### src/hdl/bffa_pkg.sv
// Shared types and constants of the bitmap first-free allocator.
package bffa_pkg;

  localparam int unsigned NUM_W       = 11;
  localparam int unsigned WORD_BITS   = 32;
  localparam int unsigned BIT_IDX_W   = 5;
  localparam int unsigned WORD_IDX_W  = NUM_W - BIT_IDX_W;
  localparam int unsigned NUM_MAX     = (1 << NUM_W) - 1;
  localparam int unsigned LIMIT_RESET = 1024;

  localparam logic ACT_ALLOC = 1'b0;
  localparam logic ACT_FREE  = 1'b1;

  typedef enum logic [1:0] {
    ST_OK    = 2'd0,
    ST_NONE  = 2'd1,
    ST_RANGE = 2'd2
  } status_e;

  typedef struct packed {
    logic             action;
    logic [NUM_W-1:0] entry_number;
  } req_t;

  typedef struct packed {
    logic [1:0]       status;
    logic [NUM_W-1:0] granted_number;
    logic [NUM_W-1:0] free_count;
  } res_t;

  typedef struct packed {
    logic                  en;
    logic [WORD_IDX_W-1:0] idx;
    logic                  full;
  } sum_upd_t;

endpackage

### src/hdl/bffa_ram.sv
// Generic single-port-write, registered-read RAM.
module bffa_ram #(
  parameter int unsigned WIDTH = 32,
  parameter int unsigned DEPTH = 32,
  parameter int unsigned AW    = (DEPTH > 1) ? $clog2(DEPTH) : 1
) (
  input  logic             clk_i,
  input  logic             we_i,
  input  logic [AW-1:0]    waddr_i,
  input  logic [WIDTH-1:0] wdata_i,
  input  logic             re_i,
  input  logic [AW-1:0]    raddr_i,
  output logic [WIDTH-1:0] rdata_o
);

  logic [WIDTH-1:0] mem_q [DEPTH];
  logic [WIDTH-1:0] rdata_q;

  always_ff @(posedge clk_i) begin
    if (we_i) begin
      mem_q[waddr_i] <= wdata_i;
    end
    if (re_i) begin
      rdata_q <= mem_q[raddr_i];
    end
  end

  assign rdata_o = rdata_q;

endmodule

### src/hdl/bffa_summary.sv
// Per-word valid and full flags of the bitmap, with first non-full word search.
module bffa_summary #(
  parameter int unsigned DEPTH = 32,
  parameter int unsigned AW    = (DEPTH > 1) ? $clog2(DEPTH) : 1
) (
  input  logic                            clk_i,
  input  logic                            rst_ni,
  input  bffa_pkg::sum_upd_t              upd_i,
  input  logic [bffa_pkg::WORD_IDX_W:0]   nwords_i,
  input  logic [bffa_pkg::WORD_IDX_W-1:0] query_i,
  output logic                            query_vld_o,
  output logic                            found_o,
  output logic [bffa_pkg::WORD_IDX_W-1:0] first_o
);
  import bffa_pkg::*;

  logic [DEPTH-1:0] valid_q, valid_d;
  logic [DEPTH-1:0] full_q, full_d;

  always_comb begin
    valid_d = valid_q;
    full_d  = full_q;
    if (upd_i.en) begin
      valid_d[upd_i.idx[AW-1:0]] = 1'b1;
      full_d[upd_i.idx[AW-1:0]]  = upd_i.full;
    end
  end

  always_ff @(posedge clk_i or negedge rst_ni) begin
    if (!rst_ni) begin
      valid_q <= '0;
      full_q  <= '0;
    end else begin
      valid_q <= valid_d;
      full_q  <= full_d;
    end
  end

  assign query_vld_o = valid_q[query_i[AW-1:0]];

  always_comb begin
    found_o = 1'b0;
    first_o = '0;
    for (int w = 0; w < DEPTH; w++) begin
      if (!found_o && !full_q[w] && ((WORD_IDX_W + 1)'(w) < nwords_i)) begin
        found_o = 1'b1;
        first_o = WORD_IDX_W'(w);
      end
    end
  end

endmodule

### src/hdl/bitmap_first_free_allocator_unit.sv
// Top level of the bitmap first-free allocator.
// One usage bit per entry is kept in a RAM of 32-bit words; a flag per word
// marks full words so that an allocate request finds the lowest free entry
// with one word search and one read-modify-write. An allocate passes through
// accept, word search, word read-modify-write and result load, skipping the
// read-modify-write when every word below the limit is marked full; a free
// skips the word search, and a free out of range goes from accept straight to
// result load. A result still waiting on the output holds the unit in its
// result load state. A write of the limit register starts a recount of the
// used entries below the new limit, one word per cycle, during which no item
// is accepted. No clearing pass is needed after reset.
module bitmap_first_free_allocator_unit #(
  parameter int unsigned ENTRIES = 1024
) (
  input  logic                       clk_i,
  input  logic                       rst_ni,
  input  logic                       cfg_valid_i,
  output logic                       cfg_ready_o,
  input  logic [bffa_pkg::NUM_W-1:0] cfg_data_i,
  input  logic                       in_valid_i,
  output logic                       in_ready_o,
  input  bffa_pkg::req_t             in_data_i,
  output logic                       out_valid_o,
  input  logic                       out_ready_i,
  output bffa_pkg::res_t             out_data_o
);
  import bffa_pkg::*;

  localparam int unsigned ENT_CAP = (ENTRIES > NUM_MAX) ? NUM_MAX : ENTRIES;
  localparam int unsigned DEPTH   = (ENT_CAP + WORD_BITS - 1) / WORD_BITS;
  localparam int unsigned AW      = (DEPTH > 1) ? $clog2(DEPTH) : 1;
  localparam logic [NUM_W-1:0] LIM_MAX = NUM_W'(ENT_CAP);
  localparam logic [NUM_W-1:0] LIM_RST =
    NUM_W'((ENT_CAP < LIMIT_RESET) ? ENT_CAP : LIMIT_RESET);

  typedef enum logic [4:0] {
    S_IDLE    = 5'b00001,
    S_FIND    = 5'b00010,
    S_MODIFY  = 5'b00100,
    S_RESPOND = 5'b01000,
    S_RECOUNT = 5'b10000
  } state_e;

  function automatic logic [WORD_BITS-1:0] lim_mask(
    input logic [WORD_IDX_W-1:0] w,
    input logic [NUM_W-1:0]      lim
  );
    logic [WORD_BITS-1:0] m;
    if (w < lim[NUM_W-1:BIT_IDX_W]) begin
      m = '1;
    end else if (w == lim[NUM_W-1:BIT_IDX_W]) begin
      m = (WORD_BITS'(1) << lim[BIT_IDX_W-1:0]) - WORD_BITS'(1);
    end else begin
      m = '0;
    end
    return m;
  endfunction

  function automatic logic [BIT_IDX_W:0] popcount(input logic [WORD_BITS-1:0] v);
    logic [BIT_IDX_W:0] n;
    n = '0;
    for (int b = 0; b < WORD_BITS; b++) begin
      n = n + (BIT_IDX_W + 1)'(v[b]);
    end
    return n;
  endfunction

  state_e                state_q, state_d;
  logic [NUM_W-1:0]      lim_q, lim_d;
  logic [NUM_W-1:0]      used_q, used_d;
  logic                  act_q, act_d;
  logic [WORD_IDX_W-1:0] word_q, word_d;
  logic [BIT_IDX_W-1:0]  bit_q, bit_d;
  logic                  rvld_q, rvld_d;
  status_e               stat_q, stat_d;
  logic [NUM_W-1:0]      grant_q, grant_d;
  logic [WORD_IDX_W:0]   rc_addr_q, rc_addr_d;
  logic                  rc_pend_q, rc_pend_d;
  logic [NUM_W-1:0]      rc_acc_q, rc_acc_d;
  logic                  out_valid_q, out_valid_d;
  res_t                  out_q, out_d;

  logic                  re;
  logic [WORD_IDX_W-1:0] raddr;
  logic                  we;
  logic [WORD_BITS-1:0]  wdata;
  logic [WORD_BITS-1:0]  rdata;
  sum_upd_t              upd;
  logic                  query_vld;
  logic                  found;
  logic [WORD_IDX_W-1:0] first_word;
  logic [WORD_IDX_W:0]   nwords;
  logic [NUM_W-1:0]      free_idx;
  logic [WORD_BITS-1:0]  cur_word;
  logic [WORD_BITS-1:0]  taken;
  logic                  fz_found;
  logic [BIT_IDX_W-1:0]  fz_bit;

  assign nwords = (WORD_IDX_W + 1)'(({1'b0, lim_q} + (NUM_W + 1)'(WORD_BITS - 1))
                  >> BIT_IDX_W);
  assign free_idx = in_data_i.entry_number - NUM_W'(1);
  assign cur_word = rvld_q ? rdata : '0;
  assign taken    = cur_word | ~lim_mask(word_q, lim_q);

  always_comb begin
    fz_found = 1'b0;
    fz_bit   = '0;
    for (int b = 0; b < WORD_BITS; b++) begin
      if (!fz_found && !taken[b]) begin
        fz_found = 1'b1;
        fz_bit   = BIT_IDX_W'(b);
      end
    end
  end

  assign cfg_ready_o = (state_q == S_IDLE);
  assign in_ready_o  = (state_q == S_IDLE) && !cfg_valid_i;

  always_comb begin
    state_d     = state_q;
    lim_d       = lim_q;
    used_d      = used_q;
    act_d       = act_q;
    word_d      = word_q;
    bit_d       = bit_q;
    rvld_d      = rvld_q;
    stat_d      = stat_q;
    grant_d     = grant_q;
    rc_addr_d   = rc_addr_q;
    rc_pend_d   = rc_pend_q;
    rc_acc_d    = rc_acc_q;
    out_valid_d = out_valid_q;
    out_d       = out_q;
    re          = 1'b0;
    raddr       = word_q;
    we          = 1'b0;
    wdata       = cur_word;
    upd         = '0;

    if (out_valid_q && out_ready_i) begin
      out_valid_d = 1'b0;
    end

    case (state_q)
      S_IDLE: begin
        if (cfg_valid_i) begin
          lim_d     = (cfg_data_i > LIM_MAX) ? LIM_MAX : cfg_data_i;
          rc_addr_d = '0;
          rc_pend_d = 1'b0;
          rc_acc_d  = '0;
          state_d   = S_RECOUNT;
        end else if (in_valid_i) begin
          act_d   = in_data_i.action;
          grant_d = '0;
          stat_d  = ST_OK;
          if (in_data_i.action == ACT_ALLOC) begin
            state_d = S_FIND;
          end else if (in_data_i.entry_number == '0 || in_data_i.entry_number > lim_q) begin
            stat_d  = ST_RANGE;
            state_d = S_RESPOND;
          end else begin
            word_d  = free_idx[NUM_W-1:BIT_IDX_W];
            bit_d   = free_idx[BIT_IDX_W-1:0];
            re      = 1'b1;
            raddr   = free_idx[NUM_W-1:BIT_IDX_W];
            rvld_d  = query_vld;
            state_d = S_MODIFY;
          end
        end
      end
      S_FIND: begin
        if (found) begin
          word_d  = first_word;
          re      = 1'b1;
          raddr   = first_word;
          rvld_d  = query_vld;
          state_d = S_MODIFY;
        end else begin
          stat_d  = ST_NONE;
          state_d = S_RESPOND;
        end
      end
      S_MODIFY: begin
        if (act_q == ACT_ALLOC) begin
          if (fz_found) begin
            wdata         = cur_word | (WORD_BITS'(1) << fz_bit);
            we            = 1'b1;
            upd.en        = 1'b1;
            upd.idx       = word_q;
            upd.full      = &wdata;
            used_d        = used_q + NUM_W'(1);
            grant_d       = {word_q, fz_bit} + NUM_W'(1);
            stat_d        = ST_OK;
          end else begin
            stat_d = ST_NONE;
          end
        end else if (cur_word[bit_q]) begin
          wdata    = cur_word & ~(WORD_BITS'(1) << bit_q);
          we       = 1'b1;
          upd.en   = 1'b1;
          upd.idx  = word_q;
          upd.full = 1'b0;
          used_d   = used_q - NUM_W'(1);
        end
        state_d = S_RESPOND;
      end
      S_RESPOND: begin
        if (!out_valid_q || out_ready_i) begin
          out_valid_d          = 1'b1;
          out_d.status         = stat_q;
          out_d.granted_number = grant_q;
          out_d.free_count     = lim_q - used_q;
          state_d              = S_IDLE;
        end
      end
      S_RECOUNT: begin
        if (rc_pend_q) begin
          rc_acc_d = rc_acc_q + NUM_W'(popcount(cur_word & lim_mask(word_q, lim_q)));
        end
        if (rc_addr_q < nwords) begin
          re        = 1'b1;
          raddr     = rc_addr_q[WORD_IDX_W-1:0];
          word_d    = rc_addr_q[WORD_IDX_W-1:0];
          rvld_d    = query_vld;
          rc_pend_d = 1'b1;
          rc_addr_d = rc_addr_q + (WORD_IDX_W + 1)'(1);
        end else begin
          rc_pend_d = 1'b0;
          if (!rc_pend_q) begin
            used_d  = rc_acc_q;
            state_d = S_IDLE;
          end
        end
      end
      default: begin
        state_d = S_IDLE;
      end
    endcase
  end

  always_ff @(posedge clk_i or negedge rst_ni) begin
    if (!rst_ni) begin
      state_q     <= S_IDLE;
      lim_q       <= LIM_RST;
      used_q      <= '0;
      rc_pend_q   <= 1'b0;
      out_valid_q <= 1'b0;
    end else begin
      state_q     <= state_d;
      lim_q       <= lim_d;
      used_q      <= used_d;
      rc_pend_q   <= rc_pend_d;
      out_valid_q <= out_valid_d;
    end
  end

  always_ff @(posedge clk_i) begin
    act_q     <= act_d;
    word_q    <= word_d;
    bit_q     <= bit_d;
    rvld_q    <= rvld_d;
    stat_q    <= stat_d;
    grant_q   <= grant_d;
    rc_addr_q <= rc_addr_d;
    rc_acc_q  <= rc_acc_d;
    out_q     <= out_d;
  end

  bffa_summary #(
    .DEPTH (DEPTH)
  ) u_summary (
    .clk_i       (clk_i),
    .rst_ni      (rst_ni),
    .upd_i       (upd),
    .nwords_i    (nwords),
    .query_i     (raddr),
    .query_vld_o (query_vld),
    .found_o     (found),
    .first_o     (first_word)
  );

  bffa_ram #(
    .WIDTH (WORD_BITS),
    .DEPTH (DEPTH)
  ) u_ram (
    .clk_i   (clk_i),
    .we_i    (we),
    .waddr_i (word_q[AW-1:0]),
    .wdata_i (wdata),
    .re_i    (re),
    .raddr_i (raddr[AW-1:0]),
    .rdata_o (rdata)
  );

  assign out_valid_o = out_valid_q;
  assign out_data_o  = out_q;

endmodule
### config.mk
export PLATFORM = sky130hd
export DESIGN_NAME = bitmap_first_free_allocator_unit
export DESIGN_NICKNAME = d
export VERILOG_FILES = /design/src/hdl/bffa_pkg.sv /design/src/hdl/bffa_ram.sv /design/src/hdl/bffa_summary.sv /design/src/hdl/bitmap_first_free_allocator_unit.sv
export SDC_FILE = /design/constraint.sdc
export NUM_CORES = 2
export LEC_CHECK = 0
export BUFFER_PORTS_ARGS = -buffer_cell sky130_fd_sc_hd__buf_2
export CAP_MARGIN = 0
export CORE_MARGIN = 3
export CORE_UTILIZATION = 35
export DETAILED_ROUTE_END_ITERATION = 6
export HOLD_SLACK_MARGIN = 0.02
export MAX_ROUTING_LAYER = met4
export PLACE_DENSITY = 0.59
export SETUP_SLACK_MARGIN = 0.02
export SLEW_MARGIN = 20
export SYNTH_ARGS = -nofsm -noshare
export SYNTH_HDL_FRONTEND = slang
export SYNTH_SLANG_ARGS = --single-unit
export TNS_END_PERCENT = 50
### constraint.sdc
create_clock -name clk_i -period 11.1 [get_ports clk_i]
set_input_delay 2.22 -clock clk_i [delete_from_list [all_inputs] [get_ports clk_i]]
set_output_delay 2.22 -clock clk_i [all_outputs]
set_load 0.01 [all_outputs]
# ---- Word-level counts from Yosys, hierarchy flattened
# Memories as Yosys holds them, arrays and structs flattened. A register that Yosys moved wholly into a read port is not among the register bits.
# Cells that the tools add are included.
dict set report op_classes {
  n_lt_le_gt_ge 40
  mul 0
  n_eq_ne 23
  bitwise 9
  shifts 3
  mux 213
  reduce_logical 244
  div 0
  addsub 40
}
# operator n
set ops {}
lappend ops {{2-to-1 mux 32 bit} 9}
lappend ops {{2-to-1 mux 5 bit} 51}
lappend ops {{adder 6 x 1 -> 6 bit} 26}
lappend ops {{2-to-1 mux 11 bit} 12}
lappend ops {{zero test 1 bit} 126}
lappend ops {{less-than comparator 5 x 7 -> 1 bit, first input constant} 16}
lappend ops {{logical AND 1 bit} 97}
lappend ops {{OR 32 bit} 3}
lappend ops {{<< shifter 1 x 5 -> 32 bit, first input constant} 3}
lappend ops {{2-to-1 mux 1 bit} 92}
lappend ops {{case mux 11 bit (2 select lines)} 3}
lappend ops {{AND 32 bit} 2}
lappend ops {{inverter 32 bit} 2}
lappend ops {{less-than comparator 4 x 7 -> 1 bit, first input constant} 8}
lappend ops {{2-to-1 mux 4 bit} 11}
lappend ops {{2-to-1 mux 6 bit} 6}
lappend ops {{bitwise mux 32 bit} 1}
lappend ops {{2-to-1 mux 8 bit} 4}
lappend ops {{AND reduction 32 bit} 1}
lappend ops {{subtractor 32 x 2 -> 32 bit, second input constant} 1}
lappend ops {{less-than comparator 3 x 7 -> 1 bit, first input constant} 4}
lappend ops {{case mux 5 bit (5 select lines)} 1}
lappend ops {{inequality test 2 bit, second input constant} 12}
lappend ops {{adder 11 x 1 -> 11 bit, second input constant} 2}
lappend ops {{47 further kinds} 79}
dict set report word_totals {
  regBits 161
  ram_bits 1024
  latch_bits 0
  rom_bits 0
  input_bits 28
  n_memories 1
}
# memory words word_bits read_ports rd_ports_with_merged_regs write_ports line
set memory_table {}
lappend memory_table {u_ram.mem_q 32 32 1 1 1 bffa_ram.sv:16} ;# logic [WIDTH-1:0] mem_q [DEPTH];

# ---- Depth between registers and ports, before layout
dict set report logic_depth {
  ltp_word 137
  ltp_mapped 35
  ltp_nobuf 30
}

# ---- Cells and area by module
# A second synthesis with hierarchy kept.
dict set report unflattened {
  cells_unflattened 3836
  hier_area_um2 54618.6
}
# module area_per_inst_um2 instances cells_each
set by_module_without_submodules {}
lappend by_module_without_submodules {bffa_ram 40807.9 1 2260}
lappend by_module_without_submodules {bitmap_first_free_allocator_unit 10238.6 1 1233}
lappend by_module_without_submodules {bffa_summary 3572.2 1 343}

# ---- Least setup slack after synthesis
# No wires, ideal clock.
dict set report synth_timing {
  path_kind {flip-flop to flip-flop}
  from {register lim_q[9]}
  to {register rc_acc_q[10] (data pin)}
  t_arrival_ns 7.788
  stages_incl_launch_ff 31
  setup_time_ns 0.265
  setup_slack_ns 3.047
  cell_sequence {dfrtp_1 > clkbuf_1 > inv_1 > ha_1 > a21o_1 > a21o_1 > nor2_1 > clkbuf_1 > clkbuf_1 > clkbuf_1 > nor2_1 > nor2_1 > fa_1 > inv_1 > fa_1 > fa_1 > fa_1 > fa_1 > fa_1 > inv_1 > fa_1 > fa_1 > a21o_1 > a21o_1 > a21o_1 > a21oi_1 > nor2b_1 > o21a_1 > nand3_1 > xor2_1 > nor2_1}
}
dict set report synth_via {
  elab_chain_cells 40
  elab_cells_between_ends 41
  cone_classes {add/sub: 32; order compare: 1; eq/ne: 1; mux: 6; bitwise: 1}
}
# element line
set synth_lines {}
lappend synth_lines {{start, declared} bitmap_first_free_allocator_unit.sv:69} ;# logic [NUM_W-1:0] lim_q, lim_d;
lappend synth_lines {{start signal, assigned} bitmap_first_free_allocator_unit.sv:250} ;# lim_q <= lim_d;
lappend synth_lines {{branches (longest 2 deep; another with less-than comparator 6 bit)} n/a}
lappend synth_lines {{2-to-1 mux 32 bit (*)} bitmap_first_free_allocator_unit.sv:49} ;# if (w < lim[NUM_W-1:BIT_IDX_W]) begin
lappend synth_lines {{2-to-1 mux 32 bit (*)} bitmap_first_free_allocator_unit.sv:217} ;# if (rc_pend_q) begin
lappend synth_lines {{2-to-1 mux 32 bit (*)} bitmap_first_free_allocator_unit.sv:144} ;# case (state_q)
lappend synth_lines {{AND 32 bit (*)} bitmap_first_free_allocator_unit.sv:218} ;# rc_acc_d = rc_acc_q + NUM_W'(popcount(cur_word & lim_mask(word_q, lim_q)));
lappend synth_lines {{adder 1 x 1 -> 2 bit} bitmap_first_free_allocator_unit.sv:63} ;# n = n + (BIT_IDX_W + 1)'(v[b]);
lappend synth_lines {{adder 2 x 1 -> 3 bit} bitmap_first_free_allocator_unit.sv:63}
lappend synth_lines {{adder 3 x 1 -> 4 bit} bitmap_first_free_allocator_unit.sv:63}
lappend synth_lines {{adder 4 x 1 -> 5 bit} bitmap_first_free_allocator_unit.sv:63}
lappend synth_lines {{adder 5 x 1 -> 6 bit} bitmap_first_free_allocator_unit.sv:63}
lappend synth_lines {{adder 6 x 1 -> 6 bit (25 in series)} bitmap_first_free_allocator_unit.sv:63}
lappend synth_lines {{adder 6 x 1 -> 6 bit (*)} bitmap_first_free_allocator_unit.sv:63}
lappend synth_lines {{adder 11 x 6 -> 11 bit (*)} bitmap_first_free_allocator_unit.sv:218}
lappend synth_lines {{2-to-1 mux 11 bit (*)} bitmap_first_free_allocator_unit.sv:217}
lappend synth_lines {{case mux 11 bit (2 select lines) (*)} bitmap_first_free_allocator_unit.sv:144}
lappend synth_lines {{end signal, assigned} bitmap_first_free_allocator_unit.sv:265} ;# rc_acc_q <= rc_acc_d;
lappend synth_lines {{end, declared} bitmap_first_free_allocator_unit.sv:79} ;# logic [NUM_W-1:0] rc_acc_q, rc_acc_d;
# Mark *: on every way between the ends. The select of a mux whose other input is x is not followed.
# A chain may end at the register's enable or synchronous reset.

# ---- Worst setup path after layout
dict set report layout_timing {
  from {register lim_q[3]}
  to {register rc_acc_q[10] (data pin)}
}
dict set report layout_via {
  elab_chain_cells 41
}
# element line
set layout_lines {}
lappend layout_lines {{<< shifter 1 x 5 -> 32 bit (*)} bitmap_first_free_allocator_unit.sv:52} ;# m = (WORD_BITS'(1) << lim[BIT_IDX_W-1:0]) - WORD_BITS'(1);
lappend layout_lines {{subtractor 32 x 2 -> 32 bit (*)} bitmap_first_free_allocator_unit.sv:52}
lappend layout_lines {{2-to-1 mux 32 bit (*)} bitmap_first_free_allocator_unit.sv:51} ;# end else if (w == lim[NUM_W-1:BIT_IDX_W]) begin
lappend layout_lines {{2-to-1 mux 32 bit (*)} bitmap_first_free_allocator_unit.sv:49}
lappend layout_lines {{2-to-1 mux 32 bit (*)} bitmap_first_free_allocator_unit.sv:217}
lappend layout_lines {{2-to-1 mux 32 bit (*)} bitmap_first_free_allocator_unit.sv:144}
lappend layout_lines {{AND 32 bit (*)} bitmap_first_free_allocator_unit.sv:218}
lappend layout_lines {{adder 1 x 1 -> 2 bit} bitmap_first_free_allocator_unit.sv:63}
lappend layout_lines {{adder 2 x 1 -> 3 bit} bitmap_first_free_allocator_unit.sv:63}
lappend layout_lines {{adder 3 x 1 -> 4 bit} bitmap_first_free_allocator_unit.sv:63}
lappend layout_lines {{adder 4 x 1 -> 5 bit} bitmap_first_free_allocator_unit.sv:63}
lappend layout_lines {{adder 5 x 1 -> 6 bit} bitmap_first_free_allocator_unit.sv:63}
lappend layout_lines {{adder 6 x 1 -> 6 bit (25 in series)} bitmap_first_free_allocator_unit.sv:63}
lappend layout_lines {{adder 6 x 1 -> 6 bit (*)} bitmap_first_free_allocator_unit.sv:63}
lappend layout_lines {{adder 11 x 6 -> 11 bit (*)} bitmap_first_free_allocator_unit.sv:218}
lappend layout_lines {{2-to-1 mux 11 bit (*)} bitmap_first_free_allocator_unit.sv:217}
lappend layout_lines {{case mux 11 bit (2 select lines) (*)} bitmap_first_free_allocator_unit.sv:144}
# Mark *: on every way between the ends. The rest lies on a longest branch, timed or not. The select of a mux whose other input is x is not followed.

==> impl_metrics.xml <==
<?xml version="1.0" encoding="UTF-8"?>
<metrics>
  <group name="status">
    <metric name="outcome" unit="">finished, violations left</metric>
    <metric name="violations" unit="">design-rule violations</metric>
  </group>
  <group name="worst_setup_path">
    <metric name="crit_path_top_delay_cell" unit="">sky130_fd_sc_hd__dfrtp_1</metric>
    <metric name="cp.buffers_inverters" unit="">2</metric>
    <metric name="timing.critical_path.required" unit="ns">11.57</metric>
    <metric name="cp.arrival" unit="ns">9.48</metric>
    <metric name="critPathMostFrequentCell" unit="">sky130_fd_sc_hd__fa_1</metric>
    <metric name="critical-path-max-stage-delay" unit="ns">0.94</metric>
    <metric name="worst-setup-path-type" unit="">register to register</metric>
    <metric name="worst-path-max-fanout" unit="">28</metric>
    <metric name="worst_path_dominant_cell_family" unit="">adder cells</metric>
    <metric name="worst_setup_path_start_kind" unit="">register</metric>
    <metric name="worst_setup_path_end_kind" unit="">register</metric>
  </group>
  <group name="logic_synthesis">
    <metric name="synth_fp_nets" unit="">4540</metric>
    <metric name="post_synth.cell_area_avg" unit="sq um">12.5</metric>
    <metric name="postSynth.asyncResetShare" unit="">0.0764</metric>
    <metric name="number_of_enable_flip_flop_cells_after_synthesis" unit="">1119</metric>
    <metric name="flop_and_latch_count_out_of_synthesis" unit="">1217</metric>
    <metric name="yosys_warnings" unit="">0</metric>
    <metric name="syn-instance-count" unit="">4418</metric>
    <metric name="synthDistinctLibCells" unit="">101</metric>
    <metric name="ys_seq_area_frac" unit="">0.653</metric>
    <metric name="synthFlopType" unit="">sky130_fd_sc_hd__edfxtp_1</metric>
    <metric name="synth.cell_area" unit="sq um">55200</metric>
  </group>
  <group name="clock_network">
    <metric name="cts-resized-gates" unit="">0</metric>
    <metric name="hold_buffers" unit="">0</metric>
    <metric name="worst_skew_pair.late_latency" unit="ns">0.79</metric>
    <metric name="cts_post_setup_buffers_inserted" unit="">0</metric>
    <metric name="clk_pin_slew_worst_paths" unit="ns">0.06</metric>
    <metric name="clock_path_buffers" unit="">3</metric>
    <metric name="cts_inserted_buffers" unit="">132</metric>
    <metric name="ctsRootBufferMaster" unit="">sky130_fd_sc_hd__clkbuf_16</metric>
    <metric name="cts_htree_levels" unit="">4</metric>
    <metric name="cts_tree" unit="">done</metric>
    <metric name="numClockSinks" unit="">1217</metric>
  </group>
  <group name="drt">
    <metric name="detail_route.wirelength" unit="microns">181000</metric>
    <metric name="drt-wirelength-per-cell" unit="microns">27.5</metric>
    <metric name="detailed_route_wirelength_on_metal3" unit="microns">13300</metric>
    <metric name="drc" unit="">1</metric>
    <metric name="wl_met2" unit="microns">82300</metric>
    <metric name="via_per_instance_ratio" unit="">5.84</metric>
    <metric name="drt-initial-drc-count" unit="">4509</metric>
    <metric name="drt_pass1_iterations" unit="">7</metric>
    <metric name="num_vias" unit="">38400</metric>
    <metric name="met1_length" unit="microns">79300</metric>
    <metric name="antenna_left" unit="">0</metric>
    <metric name="highest-signal-layer" unit="">met4</metric>
  </group>
  <group name="grt">
    <metric name="grt_max_degree" unit="">185</metric>
    <metric name="antenna_found_initial" unit="">7</metric>
    <metric name="grt_usage" unit="">0.226</metric>
    <metric name="grt_pass1_wl" unit="microns">263000</metric>
    <metric name="first_global_vias" unit="">36600</metric>
    <metric name="globalRoute.totalOverflow" unit="">0</metric>
  </group>
  <group name="sta">
    <metric name="layout_min_cycle_time" unit="ns">9.01</metric>
    <metric name="fin_worst_skew" unit="ns">0.0586</metric>
    <metric name="fin_ws" unit="ns">2.09</metric>
    <metric name="hold-worst-slack" unit="ns">0.408</metric>
    <metric name="timing.fmax" unit="GHz">0.111</metric>
    <metric name="number_of_max_slew_violations_in_the_final_report" unit="">0</metric>
    <metric name="rsz0062_at_grt" unit="">no</metric>
    <metric name="setup_viol_count_final" unit="">0</metric>
    <metric name="layout_worst_path_cycle_share" unit="">0.812</metric>
    <metric name="timing.final.hold_violations" unit="">0</metric>
    <metric name="tightest_slew" unit="ns">1.11</metric>
    <metric name="fin_setup_tns" unit="ns">0</metric>
    <metric name="slew_headroom" unit="">0.261</metric>
  </group>
  <group name="final_layout">
    <metric name="area_delta_synth_final" unit="%">13.0</metric>
    <metric name="finalNetCount" unit="">4544</metric>
    <metric name="drive_above_1_share" unit="">0.114</metric>
    <metric name="stdcell_area" unit="sq um">62400</metric>
  </group>
  <group name="placed_design">
    <metric name="placement.setup.worst_slack" unit="ns">2.15</metric>
    <metric name="place_hpwl" unit="microns">109000</metric>
    <metric name="dpl_cell_area" unit="sq um">58200</metric>
    <metric name="io_buffers" unit="">54</metric>
    <metric name="gp_congestion" unit="">1.00</metric>
  </group>
  <group name="floorplan">
    <metric name="die_height" unit="microns">403</metric>
    <metric name="starting_density_of_the_core" unit="">0.353</metric>
    <metric name="dieWidth" unit="microns">403</metric>
    <metric name="rows" unit="">145</metric>
    <metric name="dieArea" unit="sq um">162000</metric>
    <metric name="coreArea" unit="sq um">156000</metric>
    <metric name="top_level_port_count" unit="">55</metric>
  </group>
  <group name="flow_run">
    <metric name="max_cap_viol_count" unit="">0</metric>
  </group>
  <group name="power">
    <metric name="power.static_leakage" unit="nW">21.7</metric>
    <metric name="pwr_density_cell" unit="nW/um^2">336</metric>
    <metric name="irDropWorstVdd" unit="mV">0.438</metric>
  </group>
  <group name="worst_hold_path">
    <metric name="min_path_type" unit="">register to register</metric>
  </group>
</metrics>
per-stage QoR:
step	util	power [mW]	std cells
2_1_floorplan	-	13.4	4418
3_3_place_gp	0.372	16.8	6344
3_5_place_dp	0.372	16.8	6346
4_1_cts	0.398	21.0	6578
5_1_grt	0.399	22.3	6580
6_report	0.399	21.0	6584
registers in the layout, indices dropped and copies added (netlist names):
name,count
state_q,5
u_summary.valid_q,32
bit_q,5
word_q,6
used_q,11
u_ram.rdata_o,32
grant_q,11
u_summary.full_q,32
lim_q,11
act_q,1
u_ram.mem_q,1024
out_data_o,24
rc_addr_q,7
rvld_q,1
stat_q,2
rc_acc_q,11
out_valid_o,1
rc_pend_q,1
metal layers:
layer | GRT usage | vias to the layer above
met1 | 0.312 | 19500
met3 | 0.0351 | 330
li1 | - | 16900
met4 | 0.0812 | 0
met5 | - | -
met2 | 0.337 | 1653
placed cells by master, fill, tap and decap left out, drive strengths merged, types with 66 or more instances in the layout:
cell type     n
edfxtp     1119
nand2       549
a21oi       366
a211oi      280
and3        242
nor2        179
o21ai       173
clkbuf      173
buf         172
dfrtp        91
inv          79
o211ai       73
a22oi        73
ha           66
kinds of logic (layout without fill, tap and decap cells):
kind of cell / after synthesis / in the layout / share of synthesized area
xor+xnor: 50 / 50 / 0.00794
compound gates: 1274 / 1274 / 0.152
flops: 1217 / 1217 / 0.653
buf+inv: 379 / 481 / 0.0286
fa+ha+maj: 95 / 95 / 0.0253
simple gates: 1343 / 1343 / 0.120
other cells: 0 / 6 / 0
mux: 60 / 60 / 0.0133
cells in the mapped netlist (17+ instances only):
cell type | number | share of area
sky130_fd_sc_hd__o21ai_1 | 26 | 0.0024
sky130_fd_sc_hd__a22oi_1 | 73 | 0.0099
sky130_fd_sc_hd__nor4_1 | 46 | 0.0052
sky130_fd_sc_hd__mux2_2 | 24 | 0.0049
sky130_fd_sc_hd__or3_1 | 57 | 0.0065
sky130_fd_sc_hd__nor2_1 | 178 | 0.012
sky130_fd_sc_hd__and3_1 | 242 | 0.027
sky130_fd_sc_hd__nand2b_1 | 28 | 0.0032
sky130_fd_sc_hd__o211ai_1 | 71 | 0.0097
sky130_fd_sc_hd__o21bai_1 | 37 | 0.0050
sky130_fd_sc_hd__nand2_1 | 548 | 0.037
sky130_fd_sc_hd__fa_1 | 28 | 0.010
sky130_fd_sc_hd__dfrtp_1 | 91 | 0.041
sky130_fd_sc_hd__nand3_1 | 47 | 0.0043
sky130_fd_sc_hd__and2_1 | 29 | 0.0033
sky130_fd_sc_hd__o21ai_0 | 147 | 0.013
sky130_fd_sc_hd__nor2b_1 | 21 | 0.0024
sky130_fd_sc_hd__a31oi_1 | 60 | 0.0068
sky130_fd_sc_hd__a21o_1 | 44 | 0.0060
sky130_fd_sc_hd__a21oi_1 | 366 | 0.033
sky130_fd_sc_hd__a211oi_1 | 279 | 0.038
sky130_fd_sc_hd__edfxtp_1 | 1119 | 0.61
sky130_fd_sc_hd__buf_2 | 98 | 0.0089
sky130_fd_sc_hd__ha_1 | 66 | 0.015
sky130_fd_sc_hd__inv_1 | 71 | 0.0048
sky130_fd_sc_hd__mux2i_1 | 17 | 0.0031
sky130_fd_sc_hd__xnor2_1 | 32 | 0.0051
sky130_fd_sc_hd__nor3_1 | 44 | 0.0040
sky130_fd_sc_hd__clkbuf_1 | 181 | 0.012
sky130_fd_sc_hd__or2_2 | 41 | 0.0046
sky130_fd_sc_hd__xor2_1 | 18 | 0.0029
sky130_fd_sc_hd__a211o_1 | 33 | 0.0052
power breakdown:
part / switching, mW / leakage, nW / internal (mW)
clock: 1.86 / 1.98 / 2.34
combinational: 7.22 / 8.22 / 3.50
sequential: 0.259 / 11.5 / 5.80
final timing paths:
check / slack (ns) / to / cells after the start / start
setup / recovery: 2.09 / rc_acc_q[10] / 28 / lim_q[3]
hold / removal: 0.41 / out_data_o[17] / 0 / grant_q[6]
setup reg to reg: 2.09 / rc_acc_q[10] / 28 / lim_q[3]
hold reg to reg: 0.41 / out_data_o[17] / 0 / grant_q[6]
max in group asynchronous: 8.43 / u_summary.full_q[0] / 2 / rst_ni
min in group asynchronous: 1.41 / lim_q[5] / 1 / rst_ni
area by class of cell:
class                      count  area, sq um
antenna                        6         15.0
clock buffer                 173         3490
clock inverter                59          659
fill                       14600        94000
inverter                      77          304
multi-input combinational   2822        18000
sequential                  1217        36000
tap                         2058         2570
timing repair buffer         172         1270
Power figures use the tool's default switching activity.
